==> config.mk <==
export PLATFORM = sky130hd
export DESIGN_NAME = chacha20_stream_xor_flat
export DESIGN_NICKNAME = d
export VERILOG_FILES = /design/src/hw/rtl/cc20_pkg.sv /design/src/hw/rtl/cc20_if.sv /design/src/hw/rtl/cc20_qr.sv /design/src/hw/rtl/cc20_core.sv /design/src/hw/rtl/chacha20_stream_xor.sv /design/src/flat_wrapper.sv
export SDC_FILE = /design/constraint.sdc
export NUM_CORES = 2
export LEC_CHECK = 0
export ABC_CLOCK_PERIOD_IN_PS = 79700
export BUFFER_PORTS_ARGS = -buffer_cell sky130_fd_sc_hd__clkbuf_2
export CAP_MARGIN = 20
export CORE_ASPECT_RATIO = 1.2
export CORE_MARGIN = 2
export CORE_UTILIZATION = 50
export DETAILED_ROUTE_END_ITERATION = 8
export PLACE_DENSITY = 0.66
export SLEW_MARGIN = 0
export SYNTH_ARGS = -nofsm -noshare
export SYNTH_HDL_FRONTEND = slang
export SYNTH_SLANG_ARGS = --single-unit
export TNS_END_PERCENT = 30
==> constraint.sdc <==
create_clock -name clk -period 79.7 [get_ports clk]
set_input_delay 11.955 -clock clk [delete_from_list [all_inputs] [get_ports clk]]
set_output_delay 11.955 -clock clk [all_outputs]
set_load 0.01 [all_outputs]
==> src/hw/rtl/cc20_pkg.sv <==
`timescale 1ns / 1ps
`default_nettype none

package cc20_pkg;

    typedef logic [31:0] word_t;
    typedef logic [63:0] dword_t;
    typedef word_t [15:0] matrix_t;

    // Block function constants
    localparam word_t SIGMA0 = 32'h6170_7865;
    localparam word_t SIGMA1 = 32'h3320_646e;
    localparam word_t SIGMA2 = 32'h7962_2d32;
    localparam word_t SIGMA3 = 32'h6b20_6574;

    localparam int ROUNDS   = 20;
    localparam int ROUND_W  = $clog2(ROUNDS);
    localparam int WORDS    = 8;
    localparam int POS_W    = $clog2(WORDS);
    localparam int COUNT_W  = 4;
    localparam int CFG_ADDR_W = 3;

    localparam logic [COUNT_W-1:0] FULL_COUNT = COUNT_W'(WORDS);

    // Configuration register indexes
    localparam logic [CFG_ADDR_W-1:0] CFG_KEY0     = 3'd0;
    localparam logic [CFG_ADDR_W-1:0] CFG_KEY1     = 3'd1;
    localparam logic [CFG_ADDR_W-1:0] CFG_KEY2     = 3'd2;
    localparam logic [CFG_ADDR_W-1:0] CFG_KEY3     = 3'd3;
    localparam logic [CFG_ADDR_W-1:0] CFG_NONCE_LO = 3'd4;
    localparam logic [CFG_ADDR_W-1:0] CFG_NONCE_HI = 3'd5;
    localparam logic [CFG_ADDR_W-1:0] CFG_INIT_CTR = 3'd6;

    typedef struct packed {
        dword_t key0;
        dword_t key1;
        dword_t key2;
        dword_t key3;
        dword_t nonce_lo;
        word_t  nonce_hi;
        word_t  init_ctr;
    } cc20_cfg_t;

    // Top level to block engine
    typedef struct packed {
        logic             start;
        word_t            counter;
        logic [POS_W-1:0] sel;
    } cc20_core_req_t;

    // Block engine to top level
    typedef struct packed {
        logic done;
    } cc20_core_sts_t;

    function automatic word_t rotl(word_t v, int n);
        return (v << n) | (v >> (32 - n));
    endfunction

    // Initial 4x4 state for one block
    function automatic matrix_t make_init(cc20_cfg_t c, word_t counter);
        matrix_t m;
        m[0]  = SIGMA0;
        m[1]  = SIGMA1;
        m[2]  = SIGMA2;
        m[3]  = SIGMA3;
        m[4]  = c.key0[31:0];
        m[5]  = c.key0[63:32];
        m[6]  = c.key1[31:0];
        m[7]  = c.key1[63:32];
        m[8]  = c.key2[31:0];
        m[9]  = c.key2[63:32];
        m[10] = c.key3[31:0];
        m[11] = c.key3[63:32];
        m[12] = counter;
        m[13] = c.nonce_lo[31:0];
        m[14] = c.nonce_lo[63:32];
        m[15] = c.nonce_hi;
        return m;
    endfunction

endpackage

`default_nettype wire

==> src/hw/rtl/cc20_if.sv <==
`timescale 1ns / 1ps
`default_nettype none

// Message word request
interface cc20_in_if;
    import cc20_pkg::*;
    logic               valid;
    logic               ready;
    dword_t             data_in;
    logic               start_req;
    logic [COUNT_W-1:0] byte_count;

    modport source (output valid, output data_in, output start_req, output byte_count,
                    input ready);
    modport sink   (input valid, input data_in, input start_req, input byte_count,
                    output ready);
endinterface

// Result word request
interface cc20_out_if;
    import cc20_pkg::*;
    logic               valid;
    logic               ready;
    dword_t             data_out;
    logic [COUNT_W-1:0] out_count;

    modport source (output valid, output data_out, output out_count, input ready);
    modport sink   (input valid, input data_out, input out_count, output ready);
endinterface

// Register write request
interface cc20_cfg_if;
    import cc20_pkg::*;
    logic                  valid;
    logic                  ready;
    logic [CFG_ADDR_W-1:0] addr;
    dword_t                data;

    modport source (output valid, output addr, output data, input ready);
    modport sink   (input valid, input addr, input data, output ready);
endinterface

`default_nettype wire

==> src/hw/rtl/cc20_qr.sv <==
`timescale 1ns / 1ps
`default_nettype none

// Half of a quarter-round: two add/xor/rotate steps.
// second = 0 uses rotations 16 and 12, second = 1 uses 8 and 7.
module cc20_qr
    import cc20_pkg::*;
(
    input  word_t a,
    input  word_t b,
    input  word_t c,
    input  word_t d,
    input  logic  second,
    output word_t a_out,
    output word_t b_out,
    output word_t c_out,
    output word_t d_out
);

    word_t a1;
    word_t dx;
    word_t d1;
    word_t c1;
    word_t bx;

    always_comb
    begin
        a1 = a + b;
        dx = d ^ a1;
        d1 = second ? rotl(dx, 8) : rotl(dx, 16);
        c1 = c + d1;
        bx = b ^ c1;
        a_out = a1;
        d_out = d1;
        c_out = c1;
        b_out = second ? rotl(bx, 7) : rotl(bx, 12);
    end

endmodule

`default_nettype wire

==> src/hw/rtl/cc20_core.sv <==
`timescale 1ns / 1ps
`default_nettype none

// Block engine: four half-quarter-round lanes reused for 20 rounds, each
// round done as a first and a second half, then a feed-forward add.
module cc20_core
    import cc20_pkg::*;
(
    input  logic           clk,
    input  logic           rst_n,
    input  cc20_cfg_t      cfg,
    input  cc20_core_req_t req,
    output cc20_core_sts_t sts,
    output dword_t         ks_word
);

    localparam logic [1:0] C_IDLE = 2'd0;
    localparam logic [1:0] C_RUN  = 2'd1;
    localparam logic [1:0] C_ADD  = 2'd2;

    localparam logic [ROUND_W-1:0] LAST_ROUND = ROUND_W'(ROUNDS - 1);

    logic [1:0]         state_reg, state_next;
    logic [ROUND_W-1:0] round_reg, round_next;
    logic               half_reg, half_next;
    logic               done_reg, done_next;
    word_t              ctr_reg, ctr_next;
    matrix_t            x_reg, x_next;

    matrix_t            init;
    logic               diag;
    logic [3:0]         ia [4];
    logic [3:0]         ib [4];
    logic [3:0]         ic [4];
    logic [3:0]         id [4];
    word_t              qa [4];
    word_t              qb [4];
    word_t              qc [4];
    word_t              qd [4];

    assign init = make_init(cfg, ctr_reg);
    assign diag = round_reg[0];

    // Lane operand indexes: columns on even rounds, diagonals on odd
    always_comb
    begin
        for (int i = 0; i < 4; i++)
        begin
            ia[i] = {2'b00, 2'(i)};
            ib[i] = {2'b01, 2'(i) + {1'b0, diag}};
            ic[i] = {2'b10, 2'(i) + {diag, 1'b0}};
            id[i] = {2'b11, 2'(i) + {diag, diag}};
        end
    end

    // Shared round lanes
    for (genvar g = 0; g < 4; g++)
    begin : g_lane
        cc20_qr u_qr (
            .a      (x_reg[ia[g]]),
            .b      (x_reg[ib[g]]),
            .c      (x_reg[ic[g]]),
            .d      (x_reg[id[g]]),
            .second (half_reg),
            .a_out  (qa[g]),
            .b_out  (qb[g]),
            .c_out  (qc[g]),
            .d_out  (qd[g])
        );
    end

    // Sequencer
    always_comb
    begin
        state_next = state_reg;
        round_next = round_reg;
        half_next  = half_reg;
        done_next  = 1'b0;
        ctr_next   = ctr_reg;
        x_next     = x_reg;
        unique case (state_reg)
            C_IDLE:
            begin
                if (req.start)
                begin
                    ctr_next   = req.counter;
                    x_next     = make_init(cfg, req.counter);
                    round_next = '0;
                    half_next  = 1'b0;
                    state_next = C_RUN;
                end
            end
            C_RUN:
            begin
                for (int i = 0; i < 4; i++)
                begin
                    x_next[ia[i]] = qa[i];
                    x_next[ib[i]] = qb[i];
                    x_next[ic[i]] = qc[i];
                    x_next[id[i]] = qd[i];
                end
                half_next = ~half_reg;
                if (half_reg)
                begin
                    if (round_reg == LAST_ROUND)
                    begin
                        state_next = C_ADD;
                    end
                    else
                    begin
                        round_next = round_reg + 1'b1;
                    end
                end
            end
            C_ADD:
            begin
                for (int k = 0; k < 16; k++)
                begin
                    x_next[k] = x_reg[k] + init[k];
                end
                done_next  = 1'b1;
                state_next = C_IDLE;
            end
            default:
            begin
                state_next = C_IDLE;
            end
        endcase
    end

    always_ff @(posedge clk or negedge rst_n)
    begin
        if (!rst_n)
        begin
            state_reg <= C_IDLE;
            round_reg <= '0;
            half_reg  <= 1'b0;
            done_reg  <= 1'b0;
        end
        else
        begin
            state_reg <= state_next;
            round_reg <= round_next;
            half_reg  <= half_next;
            done_reg  <= done_next;
        end
    end

    always_ff @(posedge clk)
    begin
        ctr_reg <= ctr_next;
        x_reg   <= x_next;
    end

    assign sts.done = done_reg;
    assign ks_word  = {x_reg[{req.sel, 1'b1}], x_reg[{req.sel, 1'b0}]};

endmodule

`default_nettype wire

==> src/hw/rtl/chacha20_stream_xor.sv <==
// Channel  Dir  Payload                              Accept
// din      in   data_in[64] start_req byte_count[4]  valid && ready
// dout     out  data_out[64] out_count[4]            valid && ready
// cfg      in   addr[3] data[64]                     valid && ready (ready always 1)
//
// Word 0 of a 64-byte block waits on the block engine (rounds on four
// half-quarter-round lanes, one add, the done hand-off) before the output
// register; other words go straight to the output register.
// din.ready is high only while no word is held; one result may wait in the
// output register while the next word is taken, and a stalled output holds
// that word. Reset clears control state and the configuration registers.
`timescale 1ns / 1ps
`default_nettype none

module chacha20_stream_xor
    import cc20_pkg::*;
(
    input  logic       clk,
    input  logic       rst_n,
    cc20_in_if.sink    din,
    cc20_out_if.source dout,
    cc20_cfg_if.sink   cfg
);

    localparam logic [1:0] S_IDLE = 2'd0;
    localparam logic [1:0] S_GEN  = 2'd1;
    localparam logic [1:0] S_EMIT = 2'd2;

    logic [1:0]         state_reg, state_next;
    word_t              ctr_reg, ctr_next;
    logic [POS_W-1:0]   pos_reg, pos_next;
    logic [POS_W-1:0]   cur_pos_reg, cur_pos_next;
    dword_t             data_reg, data_next;
    logic [COUNT_W-1:0] cnt_reg, cnt_next;
    logic               ovalid_reg, ovalid_next;
    dword_t             odata_reg, odata_next;
    logic [COUNT_W-1:0] ocnt_reg, ocnt_next;
    cc20_cfg_t          cfg_reg, cfg_next;

    logic               accept;
    word_t              ctr_eff;
    logic [POS_W-1:0]   pos_eff;
    dword_t             mask;
    dword_t             ks_word;
    cc20_core_req_t     core_req;
    cc20_core_sts_t     core_sts;

    assign accept    = din.valid && din.ready;
    assign din.ready = (state_reg == S_IDLE);
    assign cfg.ready = 1'b1;

    assign ctr_eff = din.start_req ? cfg_reg.init_ctr : ctr_reg;
    assign pos_eff = din.start_req ? '0 : pos_reg;

    assign core_req.start   = accept && (pos_eff == '0);
    assign core_req.counter = ctr_eff;
    assign core_req.sel     = cur_pos_reg;

    cc20_core u_core (
        .clk     (clk),
        .rst_n   (rst_n),
        .cfg     (cfg_reg),
        .req     (core_req),
        .sts     (core_sts),
        .ks_word (ks_word)
    );

    // Byte mask from the clamped count
    always_comb
    begin
        for (int i = 0; i < WORDS; i++)
        begin
            mask[8*i +: 8] = (COUNT_W'(i) < cnt_reg) ? 8'hff : 8'h00;
        end
    end

    // Register writes
    always_comb
    begin
        cfg_next = cfg_reg;
        if (cfg.valid)
        begin
            unique case (cfg.addr)
                CFG_KEY0:     cfg_next.key0     = cfg.data;
                CFG_KEY1:     cfg_next.key1     = cfg.data;
                CFG_KEY2:     cfg_next.key2     = cfg.data;
                CFG_KEY3:     cfg_next.key3     = cfg.data;
                CFG_NONCE_LO: cfg_next.nonce_lo = cfg.data;
                CFG_NONCE_HI: cfg_next.nonce_hi = cfg.data[31:0];
                CFG_INIT_CTR: cfg_next.init_ctr = cfg.data[31:0];
                default:      cfg_next          = cfg_reg;
            endcase
        end
    end

    // Word sequencer
    always_comb
    begin
        state_next   = state_reg;
        ctr_next     = ctr_reg;
        pos_next     = pos_reg;
        cur_pos_next = cur_pos_reg;
        data_next    = data_reg;
        cnt_next     = cnt_reg;
        ovalid_next  = ovalid_reg && !dout.ready;
        odata_next   = odata_reg;
        ocnt_next    = ocnt_reg;
        unique case (state_reg)
            S_IDLE:
            begin
                if (accept)
                begin
                    data_next    = din.data_in;
                    cnt_next     = (din.byte_count > FULL_COUNT) ? FULL_COUNT
                                                                 : din.byte_count;
                    cur_pos_next = pos_eff;
                    pos_next     = pos_eff + 1'b1;
                    ctr_next     = (pos_eff == POS_W'(WORDS - 1)) ? ctr_eff + 1'b1
                                                                  : ctr_eff;
                    state_next   = (pos_eff == '0) ? S_GEN : S_EMIT;
                end
            end
            S_GEN:
            begin
                if (core_sts.done)
                begin
                    state_next = S_EMIT;
                end
            end
            S_EMIT:
            begin
                if (!ovalid_reg || dout.ready)
                begin
                    ovalid_next = 1'b1;
                    odata_next  = (data_reg ^ ks_word) & mask;
                    ocnt_next   = cnt_reg;
                    state_next  = S_IDLE;
                end
            end
            default:
            begin
                state_next = S_IDLE;
            end
        endcase
    end

    always_ff @(posedge clk or negedge rst_n)
    begin
        if (!rst_n)
        begin
            state_reg  <= S_IDLE;
            ctr_reg    <= '0;
            pos_reg    <= '0;
            ovalid_reg <= 1'b0;
            cfg_reg    <= '0;
        end
        else
        begin
            state_reg  <= state_next;
            ctr_reg    <= ctr_next;
            pos_reg    <= pos_next;
            ovalid_reg <= ovalid_next;
            cfg_reg    <= cfg_next;
        end
    end

    always_ff @(posedge clk)
    begin
        cur_pos_reg <= cur_pos_next;
        data_reg    <= data_next;
        cnt_reg     <= cnt_next;
        odata_reg   <= odata_next;
        ocnt_reg    <= ocnt_next;
    end

    assign dout.valid     = ovalid_reg;
    assign dout.data_out  = odata_reg;
    assign dout.out_count = ocnt_reg;

endmodule

`default_nettype wire

==> src/flat_wrapper.sv <==
// flat-port wrapper written by rule: the top's interface ports become plain ports
module chacha20_stream_xor_flat import cc20_pkg::*;
  (clk, rst_n, din_valid, din_data_in, din_start_req, din_byte_count, din_ready, dout_valid, dout_data_out, dout_out_count, dout_ready, cfg_valid, cfg_addr, cfg_data, cfg_ready);
  cc20_in_if din_i ();
  cc20_out_if dout_i ();
  cc20_cfg_if cfg_i ();
  input  logic clk;
  input  logic rst_n;
  input wire logic [$bits(din_i.valid)-1:0] din_valid;
  input wire logic [$bits(din_i.data_in)-1:0] din_data_in;
  input wire logic [$bits(din_i.start_req)-1:0] din_start_req;
  input wire logic [$bits(din_i.byte_count)-1:0] din_byte_count;
  output wire logic [$bits(din_i.ready)-1:0] din_ready;
  output wire logic [$bits(dout_i.valid)-1:0] dout_valid;
  output wire logic [$bits(dout_i.data_out)-1:0] dout_data_out;
  output wire logic [$bits(dout_i.out_count)-1:0] dout_out_count;
  input wire logic [$bits(dout_i.ready)-1:0] dout_ready;
  input wire logic [$bits(cfg_i.valid)-1:0] cfg_valid;
  input wire logic [$bits(cfg_i.addr)-1:0] cfg_addr;
  input wire logic [$bits(cfg_i.data)-1:0] cfg_data;
  output wire logic [$bits(cfg_i.ready)-1:0] cfg_ready;
  assign din_i.valid = din_valid;
  assign din_i.data_in = din_data_in;
  assign din_i.start_req = din_start_req;
  assign din_i.byte_count = din_byte_count;
  assign din_ready = din_i.ready;
  assign dout_valid = dout_i.valid;
  assign dout_data_out = dout_i.data_out;
  assign dout_out_count = dout_i.out_count;
  assign dout_i.ready = dout_ready;
  assign cfg_i.valid = cfg_valid;
  assign cfg_i.addr = cfg_addr;
  assign cfg_i.data = cfg_data;
  assign cfg_ready = cfg_i.ready;
  chacha20_stream_xor u_core (.clk(clk), .rst_n(rst_n), .din(din_i), .dout(dout_i), .cfg(cfg_i));
endmodule
==> summary.txt <==
Outcome
  – Status: complete, no violations

Worst setup path
  – Crit end category: flop
  – Crit Path Max Fanout: just under 70
  – Startpoint types: input port
  – Critical Path RT: 80.19 ns
  – Worst R2R Path Depth: 29
  – Worst Path Arrival: between 15 and 20 ns
  – Worst Setup Path Type: input port to flop

Synth
  – Seq/Total Area, Yosys: 33.1%
  – Post-synth EDFFs: 683
  – Synth Warn #: 0
  – Synth area leaders: edfxtp_1 22%, dfrtp_1 11%, ha_1 8.4%, mux2_2 7.7%, xnor2_1 5.4%
  – Synth cell types: 100
  – Synth Area in Compound Gates: 19.2%
  – Post-Syn Instances: around 9800
  – Largest family of logic cells by synthesized area: compound AO/OA/AOI/OAI gates
  – Synth Area in Simple Gates: 11.1%
  – Cell Area, Synth: around 0.095 mm2
  – Leading area contributor after synthesis: edfxtp_1
  – Synthesized area per cell: 9.62 um2
  – Post-synthesis mux area share: 15.2%
  – Synth Net Count: 10600
  – Synthesized flop and latch total: 1114
  – Area share of the largest cell type after synthesis: 21.7%
  – Post-synth top flop: edfxtp_1
  – Synth Area in Adders: around 8.8%
  – Synth Area in XOR/XNOR: 9.79%
  – Async S/R FF share, synth: 38.7%

Job
  – Total of max-cap violations: 0

Floorplanning
  – Die Y-Extent: 480 um
  – FP Rows: between 150 and 200
  – Die ar.: slightly below 0.2 mm2
  – Die Width: 401 um
  – I/O pin cnt: 212
  – Core Footprint: around 0.19 mm2
  – Initial core utilization: 50.4%

Global routing
  – Vias in the first global route: 85000
  – Pin count of the biggest net entering global routing: 135
  – All-layer global routing usage: between 50% and 60%
  – First-pass GRT wire length: 688000 um
  – Initial antenna violation count: 71
  – Total grt overflow: 0

Detailed routing
  – Post-route DRC violation count: 0
  – Initial DRT Pass Iterations: 6
  – Antenna-violating nets left: 0
  – Routed WL: 513000 um
  – Violation count after the first detailed-route iteration: 14200
  – Vias: slightly above 90000
  – Vias/cell: 7.27
  – Wire length per cell: roughly 41 um

Clock tree
  – CTS tree: built
  – Clock slew at reported path FFs: roughly 0.06 ns
  – Later-pin clock latency in the skew report: 0.88 ns
  – H-tree depth: 4
  – Inserted Clock Buffers: 139
  – CTS Sinks: 1114
  – CTS Hold Bufs: 0
  – Number of post-CTS setup repair buffers: 0
  – Deepest clock path buffer count: 3
  – Cts repair resizes: 0
  – Clock root buffer: clkbuf_16

STA
  – Slew margin rel.: 9.45%
  – Final Worst Setup Slack: 63.63 ns
  – RSZ-0062 raised after global routing: false
  – Worst-Margin Slew: ~1.3 ns
  – Worst Skew: 0.0350 ns
  – Hold slack: 0.477 ns
  – # setup viols final: 0
  – Fmax: approximately 0.062 GHz
  – Slew Viols, Final: 0
  – Fin Setup TNS: 0 ns
  – Final min period: 16.07 ns
  – Fin crit share: 20.2%
  – Fin. Hold Viols: 0

Pwr
  – Maximum VDD drop: between 0.02 and 0.03 mV
  – Power Dens Cells: 17.1 mW/mm2
  – Lkg Pwr: 42.7 nW

Layout
  – Number of flip-flops in the largest register: 512
  – Fillers: 16800
  – Area of the multi-input gates: just over 0.06 mm2
  – Finished Layout Cells: 12600
  – Reg area: 0.0313 mm2
  – Share of cells above drive strength 1: 16.4%
  – Area growth, synth to finish: 10.7%
  – NumNets Final: 10800
  – Final core utilization: 55.8%

Placement
  – IO Port Bufs: 210
  – GP Congestion: around 1.2
  – Placed Cells: 12300
  – Pre-CTS WS: 62.88 ns
  – Post-DP HPWL: between 300000 and 400000 um

Min path
  – Worst hold path stage count: 2
  – Worst min path class: flop to flop
[area by class of cell]
class                   count  area share (%)
repair buffers            504            3.41
multi-input cells        8004            58.4
well taps                2464            2.94
clock inverters            50           0.490
inverters                 236           0.871
clock buffers             206            3.86
flip-flops and latches   1114            29.9
diodes                     64           0.153
[worst max-delay path, cell delays in order]
cell and delay, ns:
clkbuf_2 0.07, buf_4 0.47, nand2b_1 0.23, ha_1 0.18, nand3_1 0.22, and2_1 0.32, nor2_4 0.09, buf_4 0.46
buf_4 0.79, buf_4 0.67, buf_4 0.90
[metrics by stage]
step                instance area, um2  power (mW)
floorplan                        94600        1.01
global placement                 99100        1.11
detailed placement               99300        1.12
CTS                             104000        1.78
global route                    105000        1.85
finish                          105000        1.79
[synth_stat cells, drive strengths merged, types with 20 or more instances]
| cell | instances |
|---|---|
| or2 | 26 |
| inv | 234 |
| clkbuf | 357 |
| mux4 | 132 |
| o31ai | 39 |
| o21bai | 71 |
| nor2b | 63 |
| nand3 | 123 |
| fa | 20 |
| a21o | 300 |
| a221oi | 141 |
| a2111oi | 21 |
| buf | 118 |
| mux2i | 404 |
| a22oi | 38 |
| a211oi | 68 |
| nand2 | 713 |
| o221ai | 104 |
| o211ai | 84 |
| o21a | 94 |
| xor2 | 445 |
| dfrtp | 431 |
| edfxtp | 683 |
| nor3 | 122 |
| ha | 633 |
| xnor2 | 588 |
| mux2 | 648 |
| nand4 | 51 |
| a31oi | 111 |
| or3 | 51 |
| and2 | 41 |
| o21ai | 559 |
| a211o | 28 |
| a221o | 71 |
| a21oi | 768 |
| nor2 | 941 |
| nand2b | 82 |
| and3 | 72 |
| o22ai | 38 |
[final timing paths]
kind                                       startpoint                         end  slack (ns)
setup / recovery                        din_start_req    u_core.u_core.x_reg[443]       63.63
hold / removal                     u_core.ctr_reg[16]          u_core.ctr_reg[16]        0.48
setup reg to reg           u_core.u_core.round_reg[0]    u_core.u_core.x_reg[163]       66.41
hold reg to reg                    u_core.ctr_reg[16]          u_core.ctr_reg[16]        0.48
max in group asynchronous                       rst_n         u_core.cfg_reg[244]       66.65
min in group asynchronous                       rst_n  u_core.u_core.round_reg[0]       11.08
[cells by family (layout without fill, tap and decap cells)]
kind of cell               after synthesis  in the layout
xor gates and xnor gates              1041           1041
DFF                                   1114           1114
other                                    1             65
adders and majority gates              653            653
muxes                                 1184           1184
and+or+nand+nor                       2372           2372
buffers and inverters                  711            996
AOI/OAI and AO/OA                     2753           2753
[per-layer routing]
layer | vias up | routed length, um | track usage [%]
met3 | 1638 | 78400 | 23.9
met1 | 45500 | 178000 | 61.3
met5 | - | 328 | 0.469
met4 | 26 | 51800 | 45.0
li1 | 37300 | - | -
met2 | 7412 | 205000 | 71.1
[cell usage in the layout (no fill, tap or decap), types with 72 or more instances in the layout]
cell type,netlist,layout
o21ai_0,535,519
o21a_1,94,94
edfxtp_1,683,683
mux2i_1,402,390
ha_1,633,630
inv_1,234,230
nand2_1,713,707
a21oi_1,766,762
nand2b_1,82,82
xnor2_1,585,562
a21o_1,300,300
buf_4,2,248
o221ai_1,104,104
mux2_2,648,648
o211ai_1,83,83
mux4_2,132,132
a221oi_1,138,138
nor2_1,941,931
nor3_1,122,119
clkbuf_2,0,210
nand3_1,123,123
xor2_1,444,430
and3_1,72,72
dfrtp_1,431,429
a31oi_1,109,109
clkbuf_16,0,144
[power by group]
group	switching [mW]	internal (mW)	leakage, nW
combinational	0.236	0.187	29.0
sequential	0.0397	0.666	11.4
clock	0.286	0.377	2.23
Power figures use the tool's default switching activity.
